## src/hw/rtl/iba_ram.sv

```systemverilog
// Generic synchronous RAM, one write port, one registered read port.
module iba_ram #(
    parameter int Aw = 6,
    parameter int Dw = 6
) (
    input  logic          i_clk,
    input  logic          i_we,
    input  logic [Aw-1:0] i_waddr,
    input  logic [Dw-1:0] i_wdata,
    input  logic [Aw-1:0] i_raddr,
    output logic [Dw-1:0] o_rdata
);
    logic [Dw-1:0] mem [2**Aw];
    always_ff @(posedge i_clk) begin
        if (i_we) begin
            mem[i_waddr] <= i_wdata;
        end
        o_rdata <= mem[i_raddr];
    end
endmodule

```

## config.mk

```make
export PLATFORM = sky130hd
export DESIGN_NAME = iba_ram
export DESIGN_NICKNAME = d
export VERILOG_FILES = /design/src/hw/rtl/iba_ram.sv
export SDC_FILE = /design/constraint.sdc
export NUM_CORES = 1
export LEC_CHECK = 0
export ABC_AREA = 1
export BUFFER_PORTS_ARGS = -buffer_cell sky130_fd_sc_hd__buf_4
export CAP_MARGIN = 15
export CORE_ASPECT_RATIO = 0.5
export CORE_UTILIZATION = 40
export CTS_CLUSTER_SIZE = 12
export DETAILED_ROUTE_END_ITERATION = 8
export PLACE_DENSITY_LB_ADDON = 0.05
export SLEW_MARGIN = 5
export SYNTH_ARGS = -nofsm -noshare
export SYNTH_HDL_FRONTEND = slang
export SYNTH_SLANG_ARGS = --single-unit
```

## constraint.sdc

```tcl
create_clock -name i_clk -period 2 [get_ports i_clk]
set_clock_uncertainty 0.05 [all_clocks]
set_input_delay 0.3 -clock i_clk [delete_from_list [all_inputs] [get_ports i_clk]]
set_output_delay 0.3 -clock i_clk [all_outputs]
set_load 0.01 [all_outputs]
```

After elaboration in Yosys (flattened, before gate mapping)
Memory sizes are Yosys's and may differ from the RTL's. A register that Yosys moved wholly into a read port is not among the register bits.
Index checks and enable logic that the tools add are counted.
{ "totals": {"regBits": 0, "ram_bits": 384, "inputBits": 20, "word_cells": 3, "mem_count": 1} }
{ "op_classes": {"mux": 2} }
{ "memory_table": {"columns": ["name", "depth", "word_bits", "read_ports", "rd_ports_with_merged_regs", "write_ports", "line", "text"], "rows": [
  ["mem", 64, 6, 1, 1, 1, "13", "logic [Dw-1:0] mem [2**Aw];"]
]} }
{ "ops": {"columns": ["op", "count"], "rows": [
  ["1-bit two-way mux", 2]
]} }

Depth between registers and ports, before layout
Gate-level depths: netlist of run 1.
{ "depth": {"word_depth": 2, "ltp_mapped": 11} }

Worst setup path before layout of run 1
No wires, ideal clock.
{ "synth_timing": {"path_type": "in2reg", "from": "in i_we", "to": "mem mem[48][0] (enable)", "setup_ns": 0.386, "arrival_ns": 1.483, "path_slack_ns": 0.081, "cell_stages": 3, "path_buffers": 1, "cell_sequence": "clkbuf_1 -> nand4_1 -> nor4_1"} }
{ "synth_between": {"elab_chain_cells": 2} }
{ "synth_rtl": {"columns": ["element", "line", "text"], "rows": [
  ["from (decl)", "7", "input logic i_we,"],
  ["1-bit two-way mux", "15", "if (i_we) begin"],
  ["1-bit two-way mux (implied by the code)", "16", "mem[i_waddr] <= i_wdata;"],
  ["to (decl)", "13", null]
]} }
No other way between the ends.

==> results of run 1 <==
-- metal layers --
metal | share of wire | routed length (um) | global-route usage | vias up
li1 | - | - | - | 5022
met1 | 0.48 | 21200 | 0.324 | 5217
met2 | 0.44 | 19300 | 0.336 | 266
met3 | 0.055 | 2400 | 0.0404 | 60
met4 | 0.018 | 783 | 0.0498 | 0
met5 | 0 | 0 | 0 | -
-- registers in the layout (all words and copies together), names as in the netlist --
signal	cells
o_rdata	6
mem	384
-- Yosys cell counts (all sizes together) --
master,instances,share of area
nor2,56,0.013
edfxtp,384,0.72
inv,12,0.0028
nand4,9,0.0035
buf,69,0.024
clkbuf,15,0.0035
nand2,486,0.11
nand3,331,0.10
dfxtp,6,0.0075
nor4,8,0.0031
-- per-stage QoR --
stage               total power [uW]  utilization  hold slack (ps)
floorplan                       9840            -              349
global placement               10500        0.447              655
detailed placement             10500        0.447              652
CTS                            17100        0.475             86.4
global route                   17500        0.475             86.7
finish                         16900        0.475             90.2
-- cells by family (layout without fill, tap and decap cells) --
| logic type | count (synthesis) | after routing | synth area share |
|---|---|---|---|
| buffers and inverters | 96 | 207 | 0.0302 |
| AND/OR/NAND/NOR | 890 | 890 | 0.238 |
| flip-flops | 390 | 390 | 0.731 |
| other | 0 | 1 | 0 |
-- report_power, final --
part	switching (uW)	total, uW	internal [uW]
logic	845	1200	357
registers	26.9	9070	9040
clock network	2940	6640	3710
-- area by class of cell --
cell class / count / area (um^2)
fill: 3558 / 20500
timing repair buffer: 137 / 1290
antenna: 1 / 2.50
multi-input combinational: 890 / 3800
clock inverter: 3 / 11.3
tap: 530 / 663
inverter: 12 / 50.0
sequential: 390 / 11700
clock buffer: 55 / 1080
-- critical path, cell delays in order --
cell     delay, ps
buf_6          130
inv_6          110
buf_12         210
buf_12         240
nand2_1         80
nand3_1        100
nand3_1         90
nand2_1        120
nand2_1         70
nand3_1         90
nand3_1        210
nand2_1        110
-- how the worst min path moves through the flow --
stage	from	endpoint	slack (ps)	depth (start not counted)
after floorplan	i_wdata[0]	mem[0][0]	350	0
after global placement	i_wdata[5]	mem[15][5]	660	1
after detailed placement	i_wdata[5]	mem[14][5]	650	1
after CTS	i_wdata[5]	mem[10][5]	90	1
after global routing	i_wdata[5]	mem[10][5]	90	1
final	i_wdata[5]	mem[10][5]	90	1
==> metrics.txt, run 1 <==
routed vias 10,600; VDD IR-drop max 0.491 mV; YS warnings 0; std cell rows 51; Root Driver clkbuf_16; worst setup path start i_raddr[0]; DIE AREA 40,700 um^2; library cells used by synthesis 14; gr usage total 0.219; vias in the first global route 10,200; CP endpoint o_rdata[4]; FF-to-FF path depth 8; first-pass GRT wire length 65.6 mm; f_max 0.689 GHz; hold bufs inserted after CTS 0; Mean Syn Cell Area 11.6 um^2; GR Overflow Total 0; Mapped Area 15,900 um^2; largest net degree at the start of global routing 73; critical path required time 2420 ps; commonest non-fill, non-tap cells in the layout 486 x nand2_1, 384 x edfxtp_1, 331 x nand3_1; #FFs+latches synth 390; drt pass-1 iters 5; placed cell count 1,959; Syn-to-layout area delta 16.4%; post-CTS resize count 0; share of layout cells above drive strength 1 0.121; outcome completed; dpl hpwl 27.1 mm; Setup Fix Bufs, Post-CTS 0; commonest non-fill, non-tap cell in the layout nand2_1; DR iter-0 viols 953; initial antenna violation count 0; worst r2r dst o_rdata[4]; P_leak 0.00679 uW; CP Class in2reg; I/O pin cnt 26; deepest clock path buffer count 3; Mapped Nets 1,396; WL final 43.7 mm; dpl ws -11.3 ps; CTS Buf Count 39; worst min-delay path class in2reg; die height 143 um; Initial Utilization 0.408; drt drc 0; final RePlAce weighted congestion 0.824; endpoints failing setup 0; Final nets 1,490; Critical Path Fanout Max 39; DR vias/cell 5.24; RSZ-0062 raised after global routing no; Critical Path End Type flip-flop; startpoint types input port; slack of the critical path 549 ps; placed cell areas 17,500 um^2; # H-tree levels 2; core region area 39,100 um^2; Cells after Synth 1,376; Slew HR 0.543; PortBufs 25; R2R Path Start mem[39][4]; CTS sink count 390; Clock Latency Late Sink 540 ps; flop2flop setup slack 570 ps; clk slew on worst S/H paths 60 ps; CTS tree done; WP data arrival 1870 ps; Max-cap violations 0; Chip Width 284 um; routed len/inst 21.6 um; ANT nets after route 0; worst slew pin tran 684 ps; fin cells 2,018; Tmin final 1450 ps; post-synthesis sequential area ratio 0.731; fin crit share 0.725; final hold vios 0; total negative slack 0 ps; P per Cell Area 912 nW/um^2; fin. max-slew vios 0; cell area after layout 18,500 um^2
No activity file was read; power rests on OpenSTA's default activity.
==> run 2: changes to the inputs <==
clock period = 1.35 ns   (was 2 ns; I/O delays follow)
==> run 2 against run 1 <==
  * Clock-buffer cell count up 4
  * First-iteration DRC count increased by 8.0%
  * Worst setup slack lost 520 ps
  * Cell count rose by 1.2%
  * Core utilization rose by 2.2 points
  * Sequential share of layout area is 2.8 points lower
  * Die area unchanged
  * Critical path depth shrank 4
  * Non-clock buffer count up 20
  * Sequential power up 48%
  * Final area increased by 4.7%
  * Total power rose by 52%
  * Largest cell class unchanged
  * Highest routed layer unchanged
==> metrics.txt, run 2 (synthesized netlist as in run 1, its figures left out) <==
Pint 19,800 uW; largest net degree at the start of global routing 65; GR Overflow Total 0; Root Driver clkbuf_16; cell area after layout 19,400 um^2; routed vias 10,800; ANT nets after route 0; f_max 0.759 GHz; VDD IR-drop max 0.680 mV; switching part of the total 0.229; Final nets 1,510; WL final 45.1 mm; commonest non-fill, non-tap cell in the layout nand2_1; drt pass-1 iters 5; first-pass GRT wire length 67.0 mm; vias in the first global route 10,500; CTS Buf Count 39; die height 143 um; Initial Utilization 0.408; Reg power frac 0.524; most frequent CP cell nand2_1; core region area 39,100 um^2; Clock Power Share 0.396; CTS tree done; DR iter-0 viols 1,029; max FFs per register 384; fin crit share 0.976; DR vias/cell 5.28; Switch Pwr 5880 uW; DIE AREA 40,700 um^2; largest registers mem: 384 flops, o_rdata: 6 flops; Max-cap violations 0; std cell rows 51; share of layout cells above drive strength 1 0.181; commonest non-fill, non-tap cells in the layout 483 x nand2_1, 384 x edfxtp_1, 310 x nand3_1; gr usage total 0.225; final hold vios 0; placed cell areas 18,100 um^2; CP max-delay cell edfxtp_1; dpl hpwl 29.3 mm; deepest clock path buffer count 3; PortBufs 25; worst stage delay on the critical path 360 ps; outcome completed; CP Cell Sequence nand2_1 -> nand3_1 -> nand3_2 -> nand2_2 -> nand2_1 -> nand3_1 -> nand3_2 -> nand2_1; P per Cell Area 1320 nW/um^2; RSZ-0062 raised after global routing yes; routed len/inst 22.1 um; clk slew on worst S/H paths 60 ps; initial antenna violation count 1; CTS sink count 390; I/O pin cnt 26; fin. max-slew vios 0; startpoint types flip-flop; combinational share of power 0.081; worst min-delay path class in2reg; final RePlAce weighted congestion 0.825; # H-tree levels 2; endpoints failing setup 0; WP data arrival 1690 ps; Tmin final 1320 ps; P_leak 0.00703 uW; Critical Path Fanout Max 1; Syn-to-layout area delta 21.9%; worst slew pin tran 801 ps; Slew HR 0.466; drt drc 0; CP Class reg2reg; critical path required time 1730 ps; WHS 33.1 ps; Chip Width 284 um; largest reg by FF count mem; Clock Latency Late Sink 540 ps; Critical Path End Type flip-flop; # diodes 0
-- run 2: cell count changes in the layout (fill, tap and decap cells not counted), sizes merged --
| cell | before | now |
|---|---|---|
| clkinvlp | 0 | 1 |
| diode | 1 | 0 |
| clkinv | 3 | 4 |
| inv | 12 | 11 |
| buf | 137 | 154 |
| clkbuf | 55 | 59 |
| dlygate4sd3 | 0 | 3 |
-- run 2: layout make-up --
cell class	instances	area [um^2]
inverters	12	68.8
well taps	530	663
clock buffers	59	1120
flip-flops and latches	390	11700
repair buffers	157	1690
clock inverters	4	15.0
fillers	3467	19600
multi-input cells	890	4210
-- run 2: stage by stage --
| step | total power, uW | util | worst slack (ps) | setup TNS [ps] | cells |
|---|---|---|---|---|---|
| CTS | 25900 | 0.495 | 11.6 | 0 | 2042 |
| finish | 25700 | 0.497 | 32.6 | 0 | 2042 |
| detailed placement | 15700 | 0.464 | -400 | -50860 | 1976 |
| global placement | 15700 | 0.464 | -407 | -50050 | 1976 |
| global route | 26500 | 0.497 | -29.6 | -46.5 | 2042 |
| floorplan | 14700 | - | -348 | -87250 | 1376 |
-- run 2: power by group through the flow --
stage | clock, uW | combinational, uW | sequential [uW]
CTS | 10400 | 2050 | 13400
detailed placement | 0 | 2030 | 13700
global route | 10800 | 2240 | 13400
global placement | 0 | 2040 | 13700
finish | 10200 | 2070 | 13400
floorplan | 0 | 970 | 13700
-- run 2: metal layers --
| layer | part of all wire | up-vias | GRT usage |
|---|---|---|---|
| li1 | - | 5063 | - |
| met1 | 0.49 | 5336 | 0.339 |
| met2 | 0.43 | 312 | 0.334 |
| met3 | 0.063 | 68 | 0.0433 |
| met4 | 0.017 | 0 | 0.0509 |
| met5 | 0 | - | 0 |
-- run 2: final timing paths --
kind / slack, ps / endpoint / cells past startpoint / startpoint
setup / recovery: 30 / o_rdata[1] / 8 / mem[55][1]
hold / removal: 30 / mem[5][3] / 1 / i_wdata[3]
setup reg to reg: 30 / o_rdata[1] / 8 / mem[55][1]
hold reg to reg: 730 / o_rdata[5] / 8 / mem[44][5]
-- run 2: what timing repair did --
action / 4_1_cts / 5_1_grt
setup buffers: 0 / 0
resized for setup: 8 / 18
pin swaps: 0 / 5
hold buffers: 3 / 0
endpoints found under the setup margin: 7 / 6
hold endpoints to repair: 13 / 0
-- run 2: worst max-delay path: cells and delay by family, from the launching register on --
kind | cells | cell delay [ps]
DFF | 1 | 360
and+or+nand+nor | 8 | 780
